$ cat config.mk
export PLATFORM = sky130hd
export DESIGN_NAME = pcx_rle_line_decoder_top_flat
export DESIGN_NICKNAME = d
export VERILOG_FILES = /design/src/rtl/core/pcxrle_pkg.sv /design/src/rtl/core/pcxrle_in_if.sv /design/src/rtl/core/pcxrle_out_if.sv /design/src/rtl/core/pcx_rle_line_decoder_top.sv /design/src/rtl/core/pcxrle_ctrl.sv /design/src/rtl/core/pcxrle_dp.sv /design/src/flat_wrapper.sv
export SDC_FILE = /design/constraint.sdc
export NUM_CORES = 1
export LEC_CHECK = 0
export BUFFER_PORTS_ARGS = -buffer_cell sky130_fd_sc_hd__buf_4
export CAP_MARGIN = 5
export CORE_ASPECT_RATIO = 0.7
export CORE_MARGIN = 2
export CORE_UTILIZATION = 50
export DETAILED_ROUTE_END_ITERATION = 10
export PLACE_DENSITY = 0.71
export SLEW_MARGIN = 5
export SYNTH_ARGS = -nofsm -noshare
export SYNTH_HDL_FRONTEND = slang
export SYNTH_SLANG_ARGS = --single-unit
export TNS_END_PERCENT = 50
$ cat constraint.sdc
create_clock -name clk -period 3.3 [get_ports clk]
set_input_delay 0.165 -clock clk [delete_from_list [all_inputs] [get_ports clk]]
set_output_delay 0.165 -clock clk [all_outputs]
set_load 0.02 [all_outputs]
$ cat src/rtl/core/pcxrle_pkg.sv
// ----------------------------------------------------------------------------
// PCX RLE line decoder package
// Shared widths, codes, reset values and the command/status bundles that
// pass between the controller and the datapath.
// ----------------------------------------------------------------------------
package pcxrle_pkg;

  localparam int BYTE_W     = 8;
  localparam int COUNT_BITS = 6;
  localparam int DIM_W      = 17;
  localparam int CFG_IDX_W  = 2;

  // Run header marker: both top bits set
  localparam logic [BYTE_W-1:0] FLAG_MASK = 8'hC0;
  localparam logic [BYTE_W-1:0] CNT_MASK  = ~FLAG_MASK;

  // Configuration register indexes
  localparam logic [CFG_IDX_W-1:0] REG_LINE_WIDTH = 2'd0;
  localparam logic [CFG_IDX_W-1:0] REG_LINE_COUNT = 2'd1;

  localparam logic [DIM_W-1:0] LINE_WIDTH_RESET = 17'd320;
  localparam logic [DIM_W-1:0] LINE_COUNT_RESET = 17'd240;

  // Controller to datapath
  typedef struct packed {
    logic emit;      // load the output register and advance the position
    logic src_in;    // pixel and count come from the input item
    logic lit;       // input item is a literal pixel (count of one)
    logic last;      // emitted pixel is the final one of its item
    logic hdr_load;  // capture a run header
    logic val_take;  // consume the pending run header
  } cmd_t;

  // Datapath to controller
  typedef struct packed {
    logic out_free;   // output register can take a pixel this cycle
    logic img_done;   // every line of the image is out
    logic awaiting;   // a run header waits for its value
    logic is_hdr;     // input item is a run header
    logic pend_zero;  // pending run count is zero
    logic pend_one;   // pending run count is one
    logic cnt_one;    // one repeat left in the active run
    logic eol;        // next pixel ends its line
  } sts_t;

endpackage

$ cat src/rtl/core/pcxrle_in_if.sv
// ----------------------------------------------------------------------------
// PCX RLE input channel
// Valid/ready channel that carries one coded byte per item.
// ----------------------------------------------------------------------------
interface pcxrle_in_if;
  logic                           valid;
  logic                           ready;
  logic [pcxrle_pkg::BYTE_W-1:0]  coded_byte;

  modport source (output valid, output coded_byte, input ready);
  modport sink   (input valid, input coded_byte, output ready);
endinterface

$ cat src/rtl/core/pcxrle_out_if.sv
// ----------------------------------------------------------------------------
// PCX RLE result channel
// Valid/ready channel that carries one decoded pixel with its tags per item.
// ----------------------------------------------------------------------------
interface pcxrle_out_if;
  logic                           valid;
  logic                           ready;
  logic [pcxrle_pkg::BYTE_W-1:0]  pixel;
  logic                           end_of_line;
  logic                           end_of_image;
  logic                           last;

  modport source (output valid, output pixel, output end_of_line,
                  output end_of_image, output last, input ready);
  modport sink   (input valid, input pixel, input end_of_line,
                  input end_of_image, input last, output ready);
endinterface

$ cat src/rtl/core/pcx_rle_line_decoder_top.sv
// PCX RLE line decoder, 8 bits per pixel, single plane.
// in_ch takes one coded byte per item; out_ch gives one decoded pixel per
// item with end_of_line, end_of_image and last (final pixel of its byte).
// cfg_we/cfg_index/cfg_data write line_width (index 0) and line_count
// (index 1); write them only while the decoder is idle.
// The first pixel of a byte sits in the output register in the cycle
// after the byte is taken. A literal byte or a run header is taken
// whenever the output register is free. A run value byte holds the input
// while the run counter steps through its repeats, up to 63, into the
// single output register. A run stops at the end of its line and its
// surplus repeats are dropped. Once the last line is out, bytes are taken
// and dropped.
// Reset (rst_n low, synchronous) sets 320 x 240 and clears the position,
// the pending run header and the output valid flag.
// When the receiver stalls, the output register holds its pixel and the
// decoder stalls with it; in the cycle the held pixel leaves, a new byte
// is taken, or in a run the next repeat is loaded.
// ----------------------------------------------------------------------------
// PCX RLE line decoder top level
// Joins the controller and the datapath to the channels and config port.
// ----------------------------------------------------------------------------
module pcx_rle_line_decoder_top (
  input  logic                              clk,
  input  logic                              rst_n,
  pcxrle_in_if.sink                         in_ch,
  pcxrle_out_if.source                      out_ch,
  input  logic                              cfg_we,
  input  logic [pcxrle_pkg::CFG_IDX_W-1:0]  cfg_index,
  input  logic [pcxrle_pkg::DIM_W-1:0]      cfg_data
);

  pcxrle_pkg::cmd_t cmd;
  pcxrle_pkg::sts_t sts;

  pcxrle_ctrl u_ctrl (
    .clk      (clk),
    .rst_n    (rst_n),
    .in_valid (in_ch.valid),
    .in_ready (in_ch.ready),
    .sts      (sts),
    .cmd      (cmd)
  );

  pcxrle_dp u_dp (
    .clk          (clk),
    .rst_n        (rst_n),
    .cfg_we       (cfg_we),
    .cfg_index    (cfg_index),
    .cfg_data     (cfg_data),
    .coded_byte   (in_ch.coded_byte),
    .out_ready    (out_ch.ready),
    .out_valid    (out_ch.valid),
    .pixel        (out_ch.pixel),
    .end_of_line  (out_ch.end_of_line),
    .end_of_image (out_ch.end_of_image),
    .last         (out_ch.last),
    .cmd          (cmd),
    .sts          (sts)
  );

`ifndef ASSERT_OFF
  // A pixel that ends the image also ends its line
  a_eoi_eol: assert property (@(posedge clk) disable iff (!rst_n)
    out_ch.valid && out_ch.end_of_image |-> out_ch.end_of_line)
    else $error("end_of_image without end_of_line");

  // A run never crosses a line end
  a_eol_last: assert property (@(posedge clk) disable iff (!rst_n)
    out_ch.valid && out_ch.end_of_line |-> out_ch.last)
    else $error("end_of_line pixel not last of its item");

  // After the final pixel of the image, the image is finished
  a_img_done: assert property (@(posedge clk) disable iff (!rst_n)
    cmd.emit && sts.eol && !sts.img_done && $past(1'b1) && u_dp.eoi |=> sts.img_done)
    else $error("image not finished after end_of_image");

  // Never load the output register while it holds an untaken pixel
  a_no_overrun: assert property (@(posedge clk) disable iff (!rst_n)
    cmd.emit |-> sts.out_free)
    else $error("output register overrun");
`endif

endmodule

$ cat src/rtl/core/pcxrle_ctrl.sv
// ----------------------------------------------------------------------------
// PCX RLE controller
// Decides per cycle whether to take a coded byte, capture a run header,
// or emit a pixel, and walks through the repeats of a run.
// ----------------------------------------------------------------------------
module pcxrle_ctrl (
  input  logic               clk,
  input  logic               rst_n,
  input  logic               in_valid,
  output logic               in_ready,
  input  pcxrle_pkg::sts_t   sts,
  output pcxrle_pkg::cmd_t   cmd
);

  typedef enum logic [0:0] {
    ST_IDLE,
    ST_RUN
  } state_t;

  state_t state_r;
  state_t state_nxt;

  // Decode the next action
  always_comb begin
    cmd       = '0;
    in_ready  = 1'b0;
    state_nxt = state_r;
    case (state_r)
      ST_IDLE: begin
        in_ready = sts.out_free;
        if (in_valid && sts.out_free && !sts.img_done) begin
          if (sts.awaiting) begin
            cmd.val_take = 1'b1;
            if (!sts.pend_zero) begin
              cmd.emit   = 1'b1;
              cmd.src_in = 1'b1;
              cmd.last   = sts.eol || sts.pend_one;
              if (!(sts.eol || sts.pend_one)) begin
                state_nxt = ST_RUN;
              end
            end
          end else if (sts.is_hdr) begin
            cmd.hdr_load = 1'b1;
          end else begin
            cmd.emit   = 1'b1;
            cmd.src_in = 1'b1;
            cmd.lit    = 1'b1;
            cmd.last   = 1'b1;
          end
        end
      end
      ST_RUN: begin
        if (sts.out_free) begin
          cmd.emit = 1'b1;
          cmd.last = sts.eol || sts.cnt_one;
          if (sts.eol || sts.cnt_one) begin
            state_nxt = ST_IDLE;
          end
        end
      end
      default: begin
        state_nxt = ST_IDLE;
      end
    endcase
  end

  // Hold state
  always_ff @(posedge clk) begin
    if (!rst_n) begin
      state_r <= ST_IDLE;
    end else begin
      state_r <= state_nxt;
    end
  end

endmodule

$ cat src/rtl/core/pcxrle_dp.sv
// ----------------------------------------------------------------------------
// PCX RLE datapath
// Holds the geometry registers, decode position, run header, run counter
// and the output register; reports status to the controller.
// ----------------------------------------------------------------------------
module pcxrle_dp (
  input  logic                                  clk,
  input  logic                                  rst_n,
  input  logic                                  cfg_we,
  input  logic [pcxrle_pkg::CFG_IDX_W-1:0]      cfg_index,
  input  logic [pcxrle_pkg::DIM_W-1:0]          cfg_data,
  input  logic [pcxrle_pkg::BYTE_W-1:0]         coded_byte,
  input  logic                                  out_ready,
  output logic                                  out_valid,
  output logic [pcxrle_pkg::BYTE_W-1:0]         pixel,
  output logic                                  end_of_line,
  output logic                                  end_of_image,
  output logic                                  last,
  input  pcxrle_pkg::cmd_t                      cmd,
  output pcxrle_pkg::sts_t                      sts
);

  logic [pcxrle_pkg::DIM_W-1:0]      line_width_r, line_width_nxt;
  logic [pcxrle_pkg::DIM_W-1:0]      line_count_r, line_count_nxt;
  logic [pcxrle_pkg::DIM_W-1:0]      column_r, column_nxt;
  logic [pcxrle_pkg::DIM_W-1:0]      row_r, row_nxt;
  logic                              awaiting_r, awaiting_nxt;
  logic [pcxrle_pkg::COUNT_BITS-1:0] pending_r, pending_nxt;
  logic [pcxrle_pkg::COUNT_BITS-1:0] cnt_r, cnt_nxt;
  logic [pcxrle_pkg::BYTE_W-1:0]     value_r, value_nxt;
  logic                              out_valid_r, out_valid_nxt;
  logic [pcxrle_pkg::BYTE_W-1:0]     pixel_r, pixel_nxt;
  logic                              eol_r, eol_nxt;
  logic                              eoi_r, eoi_nxt;
  logic                              last_r, last_nxt;

  logic [pcxrle_pkg::DIM_W-1:0]      w_eff;
  logic [pcxrle_pkg::DIM_W-1:0]      h_eff;
  logic [pcxrle_pkg::DIM_W:0]        col_inc;
  logic [pcxrle_pkg::DIM_W:0]        row_inc;
  logic                              eol;
  logic                              eoi;
  logic [pcxrle_pkg::BYTE_W-1:0]     pix_sel;
  logic [pcxrle_pkg::COUNT_BITS-1:0] n_cur;
  logic                              out_free;

  // Treat a zero geometry register as one
  assign w_eff = (line_width_r == '0) ? pcxrle_pkg::DIM_W'(1) : line_width_r;
  assign h_eff = (line_count_r == '0) ? pcxrle_pkg::DIM_W'(1) : line_count_r;

  // Line and image boundary for the next pixel
  assign col_inc = {1'b0, column_r} + (pcxrle_pkg::DIM_W+1)'(1);
  assign row_inc = {1'b0, row_r} + (pcxrle_pkg::DIM_W+1)'(1);
  assign eol     = col_inc >= {1'b0, w_eff};
  assign eoi     = eol && (row_inc >= {1'b0, h_eff});

  // Select pixel value and repeat count for this emission
  assign pix_sel = cmd.src_in ? coded_byte : value_r;
  always_comb begin
    if (!cmd.src_in) begin
      n_cur = cnt_r;
    end else if (cmd.lit) begin
      n_cur = pcxrle_pkg::COUNT_BITS'(1);
    end else begin
      n_cur = pending_r;
    end
  end

  assign out_free = !out_valid_r || out_ready;

  // Status toward the controller
  always_comb begin
    sts.out_free  = out_free;
    sts.img_done  = row_r >= h_eff;
    sts.awaiting  = awaiting_r;
    sts.is_hdr    = (coded_byte & pcxrle_pkg::FLAG_MASK) == pcxrle_pkg::FLAG_MASK;
    sts.pend_zero = pending_r == '0;
    sts.pend_one  = pending_r == pcxrle_pkg::COUNT_BITS'(1);
    sts.cnt_one   = cnt_r == pcxrle_pkg::COUNT_BITS'(1);
    sts.eol       = eol;
  end

  // Configuration writes
  always_comb begin
    line_width_nxt = line_width_r;
    line_count_nxt = line_count_r;
    if (cfg_we) begin
      case (cfg_index)
        pcxrle_pkg::REG_LINE_WIDTH: line_width_nxt = cfg_data;
        pcxrle_pkg::REG_LINE_COUNT: line_count_nxt = cfg_data;
        default: begin
        end
      endcase
    end
  end

  // Run header capture and release
  always_comb begin
    awaiting_nxt = awaiting_r;
    pending_nxt  = pending_r;
    if (cmd.hdr_load) begin
      awaiting_nxt = 1'b1;
      pending_nxt  = coded_byte[pcxrle_pkg::COUNT_BITS-1:0];
    end else if (cmd.val_take) begin
      awaiting_nxt = 1'b0;
    end
  end

  // Advance position and run counter on each pixel
  always_comb begin
    column_nxt = column_r;
    row_nxt    = row_r;
    cnt_nxt    = cnt_r;
    value_nxt  = value_r;
    if (cmd.emit) begin
      cnt_nxt   = n_cur - pcxrle_pkg::COUNT_BITS'(1);
      value_nxt = pix_sel;
      if (eol) begin
        column_nxt = '0;
        row_nxt    = row_inc[pcxrle_pkg::DIM_W-1:0];
      end else begin
        column_nxt = col_inc[pcxrle_pkg::DIM_W-1:0];
      end
    end
  end

  // Load or drain the output register
  always_comb begin
    out_valid_nxt = out_valid_r;
    pixel_nxt     = pixel_r;
    eol_nxt       = eol_r;
    eoi_nxt       = eoi_r;
    last_nxt      = last_r;
    if (cmd.emit) begin
      out_valid_nxt = 1'b1;
      pixel_nxt     = pix_sel;
      eol_nxt       = eol;
      eoi_nxt       = eoi;
      last_nxt      = cmd.last;
    end else if (out_ready) begin
      out_valid_nxt = 1'b0;
    end
  end

  always_ff @(posedge clk) begin
    if (!rst_n) begin
      line_width_r <= pcxrle_pkg::LINE_WIDTH_RESET;
      line_count_r <= pcxrle_pkg::LINE_COUNT_RESET;
      column_r     <= '0;
      row_r        <= '0;
      awaiting_r   <= 1'b0;
      pending_r    <= '0;
      cnt_r        <= '0;
      out_valid_r  <= 1'b0;
    end else begin
      line_width_r <= line_width_nxt;
      line_count_r <= line_count_nxt;
      column_r     <= column_nxt;
      row_r        <= row_nxt;
      awaiting_r   <= awaiting_nxt;
      pending_r    <= pending_nxt;
      cnt_r        <= cnt_nxt;
      out_valid_r  <= out_valid_nxt;
    end
  end

  // Payload registers
  always_ff @(posedge clk) begin
    value_r <= value_nxt;
    pixel_r <= pixel_nxt;
    eol_r   <= eol_nxt;
    eoi_r   <= eoi_nxt;
    last_r  <= last_nxt;
  end

  assign out_valid    = out_valid_r;
  assign pixel        = pixel_r;
  assign end_of_line  = eol_r;
  assign end_of_image = eoi_r;
  assign last         = last_r;

endmodule
$ cat src/flat_wrapper.sv
// flat-port wrapper written by rule: the top's interface ports become plain ports
module pcx_rle_line_decoder_top_flat 
  (clk, rst_n, cfg_we, cfg_index, cfg_data, in_ch_valid, in_ch_coded_byte, in_ch_ready, out_ch_valid, out_ch_pixel, out_ch_end_of_line, out_ch_end_of_image, out_ch_last, out_ch_ready);
  pcxrle_in_if in_ch_i ();
  pcxrle_out_if out_ch_i ();
  input  logic clk;
  input  logic rst_n;
  input  logic cfg_we;
  input  logic [pcxrle_pkg::CFG_IDX_W-1:0] cfg_index;
  input  logic [pcxrle_pkg::DIM_W-1:0] cfg_data;
  input wire logic [$bits(in_ch_i.valid)-1:0] in_ch_valid;
  input wire logic [$bits(in_ch_i.coded_byte)-1:0] in_ch_coded_byte;
  output wire logic [$bits(in_ch_i.ready)-1:0] in_ch_ready;
  output wire logic [$bits(out_ch_i.valid)-1:0] out_ch_valid;
  output wire logic [$bits(out_ch_i.pixel)-1:0] out_ch_pixel;
  output wire logic [$bits(out_ch_i.end_of_line)-1:0] out_ch_end_of_line;
  output wire logic [$bits(out_ch_i.end_of_image)-1:0] out_ch_end_of_image;
  output wire logic [$bits(out_ch_i.last)-1:0] out_ch_last;
  input wire logic [$bits(out_ch_i.ready)-1:0] out_ch_ready;
  assign in_ch_i.valid = in_ch_valid;
  assign in_ch_i.coded_byte = in_ch_coded_byte;
  assign in_ch_ready = in_ch_i.ready;
  assign out_ch_valid = out_ch_i.valid;
  assign out_ch_pixel = out_ch_i.pixel;
  assign out_ch_end_of_line = out_ch_i.end_of_line;
  assign out_ch_end_of_image = out_ch_i.end_of_image;
  assign out_ch_last = out_ch_i.last;
  assign out_ch_i.ready = out_ch_ready;
  pcx_rle_line_decoder_top u_core (.clk(clk), .rst_n(rst_n), .in_ch(in_ch_i), .out_ch(out_ch_i), .cfg_we(cfg_we), .cfg_index(cfg_index), .cfg_data(cfg_data));
endmodule
# Yosys cells after proc, flatten, opt, wreduce, memory -nomap -nowiden
# Cells that the tools add are included.
# classes
eq_ne	4
bitwise	1
muxes	34
order_cmp	3
addsub	3
n_reduce_logical	18
# op_table
op	count
17-bit 2-to-1 mux	3
17-bit by 1-bit adder with 18-bit output (second input constant)	2
18-bit by 17-bit greater-or-equal comparator with 1-bit output	2
17-bit zero test	2
1-bit 2-to-1 mux	19
6-bit 2-to-1 mux	3
17-bit greater-or-equal comparator	1
6-bit by 1-bit == test with 1-bit output (second input constant)	2
2-bit 2-to-1 mux	4
8-bit 2-to-1 mux	1
2-bit AND reduction	4
6-bit zero test	1
1-bit case mux with 2 select lines	3
6-bit by 1-bit subtractor with 6-bit output (second input constant)	1
4-bit 2-to-1 mux	1
2-bit nonzero test	2
1-bit logical AND	3
1-bit logical OR	3
2-bit by 1-bit == test with 1-bit output (second input constant)	1
2-bit == test (second input constant)	1
1-bit zero test	2
2-bit zero test	1
1-bit inverter	1
# totals
wordCells	76
out_inout_bits	13
ff_bits	94

# Longest topological paths before layout
# Gate-level depths: netlist of the first run.
# depth
depth_word	11
mapped_depth	16
depth_no_buf	15

# Modules after synthesis
# A second synthesis of the first run with hierarchy kept.
# unflattened
hier_cells	677
area_unflattened_um2	5894.4
# by_module_without_submodules
mod	area_each_um2	instances	seq_area_each_um2	cells_per_inst
pcxrle_dp	5734.2	1	1971.9	656
pcxrle_ctrl	160.2	1	20.0	21

# Worst setup path before layout of the first run
# OpenSTA, ideal clock, no wires.
# synth_path
path_kind	reg-to-reg
start	register u_core.u_dp.column_r[0] (netlist bit)
end	register u_core.u_dp.last_r, in the netlist u_core.u_dp.last (data pin)
path_buffers	1
path_slack_ns	-0.194
arrival_time_ns	3.228
path_stages_with_launch	15
required_ns	3.034
cell_sequence	dfxtp_1 -> ha_1 -> nand3_1 -> nor4_2 -> and3_1 -> and3_1 -> nand3_1 -> xnor2_1 -> ha_1 -> nor2b_1 -> a311oi_1 -> o211ai_2 -> buf_2 -> nor3_1 -> o22ai_1
# synth_lines
item	line	source
start, declared	pcxrle_dp.sv:25	logic [pcxrle_pkg::DIM_W-1:0] column_r, column_nxt;
start signal, assigned	pcxrle_dp.sv:158	column_r <= column_nxt;
end signal, assigned	pcxrle_dp.sv:173	last_r <= last_nxt;
end, declared	pcxrle_dp.sv:35	logic last_r, last_nxt;

# Final worst setup path of the first run
# layout_path
start	register u_core.u_dp.line_count_r[12] (netlist bit)
end	register u_core.u_dp.cnt_r[4] (netlist bit)
# layout_via
elab_chain_len	10
# layout_rtl
item	line	source
start, declared	pcxrle_dp.sv:24	logic [pcxrle_pkg::DIM_W-1:0] line_count_r, line_count_nxt;
start signal, assigned	pcxrle_dp.sv:148	line_count_r <= pcxrle_pkg::LINE_COUNT_RESET;
start signal, assigned	pcxrle_dp.sv:157	line_count_r <= line_count_nxt;
17-bit zero test	pcxrle_dp.sv:49	assign h_eff = (line_count_r == '0) ? pcxrle_pkg::DIM_W'(1) : line_count_r;
17-bit 2-to-1 mux (*)	pcxrle_dp.sv:49	
17-bit greater-or-equal comparator (*)	pcxrle_dp.sv:74	sts.img_done = row_r >= h_eff;
1-bit zero test (*)	pcxrle_ctrl.sv:31	if (in_valid && sts.out_free && !sts.img_done) begin
1-bit logical AND (*)	pcxrle_ctrl.sv:31	
6-bit 2-to-1 mux (*)	pcxrle_ctrl.sv:31	
2-bit 2-to-1 mux	pcxrle_ctrl.sv:28	case (state_r)
6-bit 2-to-1 mux	pcxrle_dp.sv:62	end else if (cmd.lit) begin
6-bit 2-to-1 mux	pcxrle_dp.sv:60	if (!cmd.src_in) begin
6-bit by 1-bit subtractor with 6-bit output	pcxrle_dp.sv:116	cnt_nxt = n_cur - pcxrle_pkg::COUNT_BITS'(1);
end signal, assigned	pcxrle_dp.sv:162	cnt_r <= cnt_nxt;
end, declared	pcxrle_dp.sv:29	logic [pcxrle_pkg::COUNT_BITS-1:0] cnt_r, cnt_nxt;
# Every way passes the cells marked *; elsewhere a longest branch is shown, timed or not.
# A chain may end at the register's enable or synchronous reset.

==> impl_metrics.toml, run 1 <==
[global_route]
grt_pass1_vias = 4617
grt_max_degree = 74
grt_pass1_wl_microns = 22400
antenna_found_initial = 0
gr-usage-all-layers_pct = 23.3
overflow = 0

[worst_setup_path]
cp-end-kind = "flop"
path_cells = "nor4_4, a41o_1, ha_2, a21boi_1, o211ai_1, a21boi_2, nor3_4, buf_6, nand2_2, a32oi_1, ha_2, nand2_1, o311a_1, o31a_1"
crit_required_ns = 3.52
slowest_delay_ns = 0.33
crit_buf_inv = 1
cp-start-kind = "flop"
critPathMostFrequentCell = "ha_2"
worstPathArrival_ns = 3.50
crit_type = "flop to flop"
cp_max_fo = 3
crit_family = "compound AO/OA/AOI/OAI gates"
slowest_stage = "dfxtp_2"

[yosys]
synthXorXnorAreaFrac_pct = 9.17
synth_seq_area_share_pct = 35.4
synth_async_sr_flop_share_pct = 0
synth_mux_area_share_pct = 1.42
synth_area_per_cell_sq_um = 8.76
synthSimpleGateAreaFrac_pct = 22.4
synth_fa_ha_area_share_pct = 12.2
synthTopCellsByArea = "dfxtp_1 (29%), ha_1 (12%), nand2_1 (6.7%), edfxtp_1 (5.9%), xor2_1 (5.0%)"
synth_compound_area_share_pct = 15.2
synth_cells = 643
synth_top_family_by_area = "simple AND/OR/NAND/NOR gates"
syn_area_sq_mm = 0.00563
synth_seq_cells = 94
synth_edf_count = 11
synth_ff_type = "dfxtp_1"
synth_top_area_share_pct = 29.5
yosysTopAreaCell = "dfxtp_1"
synth_nets = 730
yosysUniqueCellTypes = 68
yosys_warnings = 0

[sta]
finalHoldViolCount = 0
finalCritPeriodShare_pct = 99.2
slew_viol_final = 0
relSlewSlack_pct = 30.5
worstMarginPinSlew_ns = 1.04
rsz0062_at_grt = "true"
fmax_ghz = 0.305
finalCriticalPeriod_ns = 3.27
setup_viol = 0
skew_ns = 0.00643

[placement]
place_area_sq_mm = 0.00629
port_buffers = 44
hpwl_microns = 10100
gp_congestion = 0.873

[power_and_ir_drop]
internal_power_mw = 1.92
clkPwrFrac_pct = 38.8
powerDensity_mw_per_mm2 = 370
swShare_pct = 25.4
switchingPower_mw = 0.654
p_seq_share_pct = 47.7
p_total_mw = 2.58
peakVddDrop_mv = 0.255
comb_power_share_pct = 13.5
p_leak_nw = 2.99

[clock_network]
cts_tree = "yes"
cts_inserted_buffers = 9
cts_sinks = 94
clk_pin_slew_ns = 0.06
cts-root-buf = "clkbuf_16"
htreeDepth = 3
cts.path.max_buffers = 2
clock_latency_ns = 0.34

[cells_and_area]
drive_above_1_share_pct = 22.6
mostFrequentLayoutCell = "nand2_1"
mostFrequentLayoutCells = "nand2_1 (99), buf_4 (71), dfxtp_1 (67)"
diodes = 0
area_growth_pct = 23.9
nets = 798
fill_cells = 914
final_cell_area_sq_mm = 0.00698

[die]
die-area_sq_mm = 0.0121
start_util_pct = 51.2
fp.dieW_microns = 131
rows = 32
pin_count = 45
die_y_microns = 92.8
core-area_sq_mm = 0.0110

[drt]
vias = 4877
avgViaCountPerCell = 5.61
drtAntennaViolNets = 0
dr.pass1.iters = 5
remaining_drc_errors = 0
routed_wl_microns = 14100
drtIter0Drc = 273
routedWlPerCell_microns = 16.2

[flow_run]
max_cap_viol_count = 0

[run_status]
status = "finished, final reports clean"

[min_path]
min_path_type = "input pin to flop"
## logic make-up (layout without fill, tap and decap cells)
logic type | count (synthesis) | count (layout)
flip-flops | 94 | 94
AND/OR/NAND/NOR | 253 | 253
adder cells (fa/ha/maj) | 55 | 55
AO/OA/AOI/OAI | 114 | 114
multiplexers | 8 | 8
XOR/XNOR | 59 | 59
buffers and inverters | 60 | 133
## worst paths after layout
kind,from,endpoint,slack (ns),cells after the start
max reg2reg,u_core.u_dp.line_count_r[12],u_core.u_dp.cnt_r[4],0.03,14
min,in_ch_coded_byte[2],u_core.u_dp.pixel[2],0.01,1
max,u_core.u_dp.line_count_r[12],u_core.u_dp.cnt_r[4],0.03,14
min reg2reg,u_core.u_dp.line_count_r[0],u_core.u_dp.line_count_r[0],0.48,2
## registers in the layout (all words and copies together), names as in the netlist
name and count:
u_core.u_dp.column_r 17, u_core.u_dp.line_count_r 17, u_core.u_dp.line_width_r 17, u_core.u_dp.row_r 17, u_core.u_dp.pixel 8, u_core.u_dp.cnt_r 6, u_core.u_dp.pending_r 6, u_core.u_ctrl.state_r 1
u_core.u_dp.awaiting_r 1, u_core.u_dp.end_of_image 1, u_core.u_dp.end_of_line 1, u_core.u_dp.last 1, u_core.u_dp.out_valid 1
## stage by stage
stage / instances / TNS (ns) / setup slack, ns / hold slack, ns / utilization [%]
6_report: 869 / 0 / 0.0259 / 0.0107 / 63.4
5_1_grt: 869 / -0.822 / -0.139 / 0.00295 / 63.4
3_3_place_gp: 844 / 0 / 0.0469 / 0.354 / 57.2
2_1_floorplan: 643 / 0 / 0.00806 / 0.264 / -
4_1_cts: 865 / -0.0225 / -0.0120 / 0.000105 / 60.6
3_5_place_dp: 844 / -0.0585 / -0.0585 / 0.355 / 57.2
## layout make-up
| class | count | area (sq um) | area share, % |
|---|---|---|---|
| clock buffers | 14 | 274 | 3.93 |
| clock inverters | 2 | 13.8 | 0.197 |
| inverters | 39 | 149 | 2.13 |
| multi-input cells | 489 | 3680 | 52.8 |
| flip-flops and latches | 94 | 2010 | 28.9 |
| well taps | 153 | 191 | 2.74 |
| repair buffers | 78 | 654 | 9.38 |
## cells in the mapped netlist, types with 3 or more instances
cell type / count
nor4_1: 11
xor2_1: 32
and4_1: 3
inv_2: 3
nand2_1: 100
ha_1: 55
buf_2: 5
nand3_1: 22
a21boi_1: 3
a21oi_1: 15
clkbuf_1: 14
a21boi_0: 32
nor2_1: 42
mux2i_1: 8
and2_1: 14
nand2b_1: 7
nor3_1: 9
and3_1: 8
inv_1: 36
o21ai_0: 6
o31ai_1: 3
a21o_1: 8
dfxtp_1: 83
o211ai_1: 17
nor2b_1: 10
xnor2_1: 27
nand2_2: 3
nand4_1: 7
a31oi_1: 3
edfxtp_1: 11
## power by group through the flow
stage / sequential (mW) / combinational, mW / clock (mW)
floorplan: 1.26 / 0.183 / 0
finish: 1.23 / 0.348 / 1.00
detailed placement: 1.25 / 0.315 / 0
CTS: 1.23 / 0.327 / 1.02
global route: 1.24 / 0.380 / 1.06
global placement: 1.25 / 0.304 / 0
## routing by layer
layer	vias up	global-route usage, %	share of wire (%)	routed length (microns)
li1	2374	-	-	-
met1	2342	33.5	49	6820
met2	138	35.9	45	6260
met3	23	4.45	5.1	720
met4	0	5.85	1.8	253
met5	-	0	0	0
## repair_timing
action / 4_1_cts / 5_1_grt
gates cloned: 0 / 1
pin swaps: 10 / 24
endpoints found under the hold margin: 1 / 0
buffers inserted: 4 / 3
resized for setup: 13 / 53
endpoints found under the setup margin: 9 / 42
hold buffers: 1 / 0
No activity file was read; power rests on OpenSTA's default activity.
==> run 2: changes to the inputs <==
CORE_UTILIZATION = 40   (was 50)
PLACE_DENSITY = default   (was 0.71)
==> run 2 against run 1 <==
Design area increased by 1.1%. Routed wire length increased by 0.43%. Clock power increased by 15%. Sequential power about the same. Global-route usage decreased by 4.3 points. First-iteration DRC count decreased by 29%. Utilization decreased by 12 points. Combinational power about the same. Worst hold slack improved by 0.051 ns. Non-clock buffer count increased by 6. Critical endpoint is now u_core.u_dp.row_r[6]. Largest cell class unchanged. Largest power group unchanged.
==> impl_metrics.toml, run 2 (same netlist as run 1, synthesis figures left out) <==
[power_and_ir_drop]
powerDensity_mw_per_mm2 = 386
peakVddDrop_mv = 0.276
p_leak_nw = 3.01

[cells_and_area]
drive_above_1_share_pct = 21.6
area_growth_pct = 25.2
post-route-util_pct = 51.0
seqCellArea_sq_mm = 0.00200
multi_input_area_sq_mm = 0.00366
fill_cells = 1264
nets = 804
mostFrequentLayoutCells = "nand2_1 (99), dfxtp_1 (78), buf_4 (72)"
diodes = 0
final_cell_area_sq_mm = 0.00705
mostFrequentLayoutCell = "nand2_1"

[placement]
hpwl_microns = 10400
gp_congestion = 0.887
port_buffers = 44
place_area_sq_mm = 0.00637

[die]
start_util_pct = 40.7
fp.dieW_microns = 146
die-area_sq_mm = 0.0151
core-area_sq_mm = 0.0138
die_y_microns = 103
pin_count = 45
rows = 36

[drt]
vias = 4763
routed_wl_microns = 14100
drtAntennaViolNets = 0
remaining_drc_errors = 0
dr.pass1.iters = 4
drtIter0Drc = 193
routedWlPerCell_microns = 15.5
avgViaCountPerCell = 5.22

[clock_network]
cts-root-buf = "clkbuf_16"
cts_tree = "yes"
clock_latency_ns = 0.36
clk_pin_slew_ns = 0.07
htreeDepth = 3
cts.path.max_buffers = 2
cts_sinks = 94
cts_inserted_buffers = 9

[min_path]
min_path_type = "input pin to flop"
min_path_cells = 3
min_to = "u_core.u_dp.line_width_r[8]"
hp-start = "cfg_data[8]"

[global_route]
overflow = 0
grt_pass1_wl_microns = 22500
gr-usage-all-layers_pct = 19.0
grt_max_degree = 74
grt_pass1_vias = 4549
antenna_found_initial = 0

[sta]
finalCriticalPeriod_ns = 3.26
setup_viol = 0
finalHoldViolCount = 0
finalCritPeriodShare_pct = 98.8
worstMarginPinSlew_ns = 1.11
slew_viol_final = 0
rsz0062_at_grt = "true"
skew_ns = 0.00828
relSlewSlack_pct = 25.7
fmax_ghz = 0.307

[worst_setup_path]
timing.rr.start = "u_core.u_dp.column_r[0]"
slowest_stage = "dfxtp_4"
path_cells = "ha_4, nand3_4, nor4_4, and3_4, and3_4, nand3_4, xnor2_2, ha_1, nand3_2, buf_6, o211ai_4, buf_8, nand3_2, xnor2_1, and2_1"
crit_type = "flop to flop"
crit_family = "simple AND/OR/NAND/NOR gates"
crit_buf_inv = 2
reg2reg_slack_ns = 0.04
rr_worst_depth = 15
cp-end-kind = "flop"
cp_max_fo = 7
slowest_delay_ns = 0.37
worstPathArrival_ns = 3.51
worstReg2RegEnd = "u_core.u_dp.row_r[6]"
crit_required_ns = 3.55
cp-start-kind = "flop"

[run_status]
status = "finished, final reports clean"

[flow_run]
max_cap_viol_count = 0
[run 2: cell types whose count changed in the layout (fill, tap and decap cells not counted), moves of 4 or more]
cell,change
dlygate4sd3_1,+7
nand3_2,+8
nor4_2,+4
dfxtp_2,-11
nand3_1,-9
nor4_4,-4
dfxtp_1,+11
[run 2: tightest hold or removal path: stages]
cell	delay [ns]
buf_4	0.09
nand2_1	0.05
o211ai_1	0.07
[run 2: worst max path at each step]
| stage | from | to | slack (ns) | cells after the start |
|---|---|---|---|---|
| after floorplan | u_core.u_dp.column_r[0] | u_core.u_dp.last | 0.008 | 14 |
| after global placement | u_core.u_dp.line_count_r[12] | u_core.u_dp.cnt_r[4] | 0.04 | 13 |
| after detailed placement | u_core.u_dp.line_count_r[12] | u_core.u_dp.cnt_r[4] | -0.05 | 13 |
| after CTS | u_core.u_dp.column_r[0] | u_core.u_dp.last | -0.02 | 13 |
| after global routing | u_core.u_dp.line_count_r[4] | u_core.u_dp.cnt_r[4] | -0.13 | 15 |
| final | u_core.u_dp.column_r[0] | u_core.u_dp.row_r[6] | 0.04 | 15 |
[run 2: area by class of cell]
type / instances / share of cell area (%)
Multi-Input combinational cell: 489 / 51.9
Timing Repair Buffer: 84 / 9.62
Sequential cell: 94 / 28.4
Clock inverter: 2 / 0.497
Clock buffer: 14 / 4.19
Tap cell: 190 / 3.37
Inverter: 39 / 2.08
[run 2: stage by stage]
| step | power, mW | hold slack [ns] | setup slack, ns | cells | setup TNS, ns |
|---|---|---|---|---|---|
| 2_1_floorplan | 1.44 | 0.264 | 0.00806 | 643 | 0 |
| 3_3_place_gp | 1.56 | 0.355 | 0.0389 | 886 | 0 |
| 3_5_place_dp | 1.57 | 0.354 | -0.0484 | 886 | -0.0484 |
| 4_1_cts | 2.73 | 0.0518 | -0.0182 | 910 | -0.0471 |
| 5_1_grt | 2.84 | 0.0710 | -0.130 | 912 | -1.46 |
| 6_report | 2.72 | 0.0616 | 0.0394 | 912 | 0 |
[run 2: power breakdown]
group / switching, mW / internal (mW) / leakage [nW] / total (mW)
combinational: 0.191 / 0.155 / 2.06 / 0.346
sequential: 0.0323 / 1.20 / 0.781 / 1.23
clock: 0.453 / 0.695 / 0.164 / 1.15
total: 0.677 / 2.05 / 3.01 / 2.72
[run 2: timing repair]
item / in CTS / in global routing
resized for setup: 3 / 52
hold buffers: 8 / 0
hold endpoints to repair: 8 / 0
setup buffers: 0 / 1
pin swaps: 1 / 21
setup endpoints to repair: 7 / 40
gates cloned: 0 / 1
[run 2: routing by layer]
layer / track usage [%] / wire, microns / vias up
met3: 4.52 / 489 / 13
met5: 0 / 0 / -
met2: 30.6 / 6220 / 75
met4: 6.18 / 194 / 0
met1: 25.6 / 7220 / 2285
li1: - / - / 2390
==> run 3: changes to the inputs <==
RECOVER_POWER = 50   (was default)
==> run 3 against run 2 <==
The run now ends with max-capacitance violations, max-slew violations left. Final cell count is the same. Design area shrank 0.76%. Sequential power is essentially flat. Worst hold slack lost 0.0046 ns. Count of clock-buffer cells in the layout is the same. Flip-flop and latch count is the same.
==> impl_metrics.toml, run 3 (same netlist as run 1, synthesis figures left out) <==
[run_status]
status = "complete, but fails checks"
violations = "max-capacitance violations, max-slew violations"

[power_and_ir_drop]
p_total_mw = 2.72
peakVddDrop_mv = 0.279
p_leak_nw = 2.96
powerDensity_mw_per_mm2 = 388

[global_route]
overflow = 0
grt_pass1_wl_microns = 22500
grt_max_degree = 74
grt_pass1_vias = 4549
gr-usage-all-layers_pct = 19.0
antenna_found_initial = 0

[sta]
finalCriticalPeriod_ns = 3.29
slew_viol_final = 20
relSlewSlack_pct = -39.4
finalHoldViolCount = 0
worstMarginPinSlew_ns = 2.09
skew_ns = 0.00745
setup_viol = 0
fmax_ghz = 0.304
finalCritPeriodShare_pct = 99.7
rsz0062_at_grt = "true"
setup_tns_ns = 0

[clock_network]
cts_sinks = 94
cts_tree = "yes"
cts.path.max_buffers = 2
clock_latency_ns = 0.36
clk_pin_slew_ns = 0.07
cts_inserted_buffers = 9
cts-root-buf = "clkbuf_16"
htreeDepth = 3

[cells_and_area]
drive_above_1_share_pct = 19.7
layout.cells.non_filler = 912
diodes = 0
mostFrequentLayoutCells = "nand2_1 (99), dfxtp_1 (78), ha_1 (53)"
fill_cells = 1281
seqCellArea_sq_mm = 0.00200
multi_input_area_sq_mm = 0.00365
area_growth_pct = 24.2
nets = 804
mostFrequentLayoutCell = "nand2_1"

[drt]
routedWlPerCell_microns = 15.6
drtIter0Drc = 192
routed_wl_microns = 14200
dr.pass1.iters = 5
avgViaCountPerCell = 5.24
vias = 4781
remaining_drc_errors = 0
drtAntennaViolNets = 0

[min_path]
hp-start = "cfg_data[8]"
min_path_type = "input pin to flop"

[die]
start_util_pct = 40.7
fp.dieW_microns = 146
die_y_microns = 103
pin_count = 45
rows = 36
core-area_sq_mm = 0.0138
die-area_sq_mm = 0.0151

[worst_setup_path]
cp-start-kind = "flop"
worstPathArrival_ns = 3.54
cp_max_fo = 7
timing.rr.start = "u_core.u_dp.column_r[0]"
crit_type = "flop to flop"
rr_worst_depth = 15
reg2reg_slack_ns = 0.01
cp-end-kind = "flop"
crit_start = "u_core.u_dp.column_r[0]"
crit_required_ns = 3.55
worstReg2RegEnd = "u_core.u_dp.row_r[6]"
crit_end = "u_core.u_dp.row_r[6]"

[placement]
gp_congestion = 0.887
port_buffers = 44
hpwl_microns = 10400
dp_cells = 886

[flow_run]
max_cap_viol_count = 1
==> run 3: cell types whose count changed in the layout (fill, tap and decap cells not counted), sizes merged <==
| cell | change |
|---|---|
| buf | -21 |
| clkbuf | +21 |
==> run 3: stage by stage <==
step / area (sq um) / worst slack [ns] / hold WS, ns / utilization [%]
floorplan: 5650 / 0.00806 / 0.264 / -
global placement: 6370 / 0.0389 / 0.355 / 46.0
detailed placement: 6370 / -0.0484 / 0.354 / 46.0
CTS: 6790 / -0.0182 / 0.0518 / 49.1
global route: 7000 / -0.130 / 0.0710 / 50.6
finish: 7000 / 0.0110 / 0.0570 / 50.6
==> run 3: how the worst min path moves through the flow <==
stage | to | depth (start not counted)
2_1_floorplan | u_core.u_dp.pixel[0] | 0
3_3_place_gp | u_core.u_dp.pixel[3] | 1
3_5_place_dp | u_core.u_dp.pixel[7] | 1
4_1_cts | u_core.u_dp.line_width_r[8] | 3
5_1_grt | u_core.u_dp.line_width_r[6] | 3
6_report | u_core.u_dp.line_width_r[8] | 3
==> run 3: worst max-delay path: stages, from the launching register on <==
cell and delay, ns:
dfxtp_4 0.37, ha_4 0.15, nand3_4 0.09, nor4_4 0.36, and3_4 0.26, and3_4 0.22
nand3_4 0.09, xnor2_2 0.16, ha_1 0.31, nand3_2 0.09, buf_6 0.13, o211ai_4 0.35
buf_8 0.21, nand3_2 0.10, xnor2_1 0.13, and2_1 0.15
==> run 3: metal layers <==
layer / part of all wire (%) / up-vias / global-route usage [%] / routed length, microns
li1: - / 2391 / - / -
met1: 51 / 2291 / 25.6 / 7240
met2: 44 / 84 / 30.6 / 6240
met3: 3.4 / 15 / 4.52 / 488
met4: 1.6 / 0 / 6.18 / 224
met5: 0 / - / 0 / 0
==> run 3: what timing repair did <==
item,4_1_cts,5_1_grt
buffers inserted,0,1
setup endpoints to repair,7,40
pin swaps,1,21
resized for setup,3,52
hold buffers,8,0
endpoints found under the hold margin,8,0
gates cloned,0,1
==> run 3: area by class of cell <==
class / count / share of cell area (%)
well taps: 190 / 3.40
clock buffers: 14 / 4.22
clock inverters: 2 / 0.501
repair buffers: 84 / 8.99
inverters: 39 / 2.09
multi-input cells: 489 / 52.2
flip-flops and latches: 94 / 28.6
==> run 3: where the power goes <==
group          internal (mW)  switching, mW
logic                  0.146          0.192
clock network          0.695          0.454
registers               1.20         0.0321
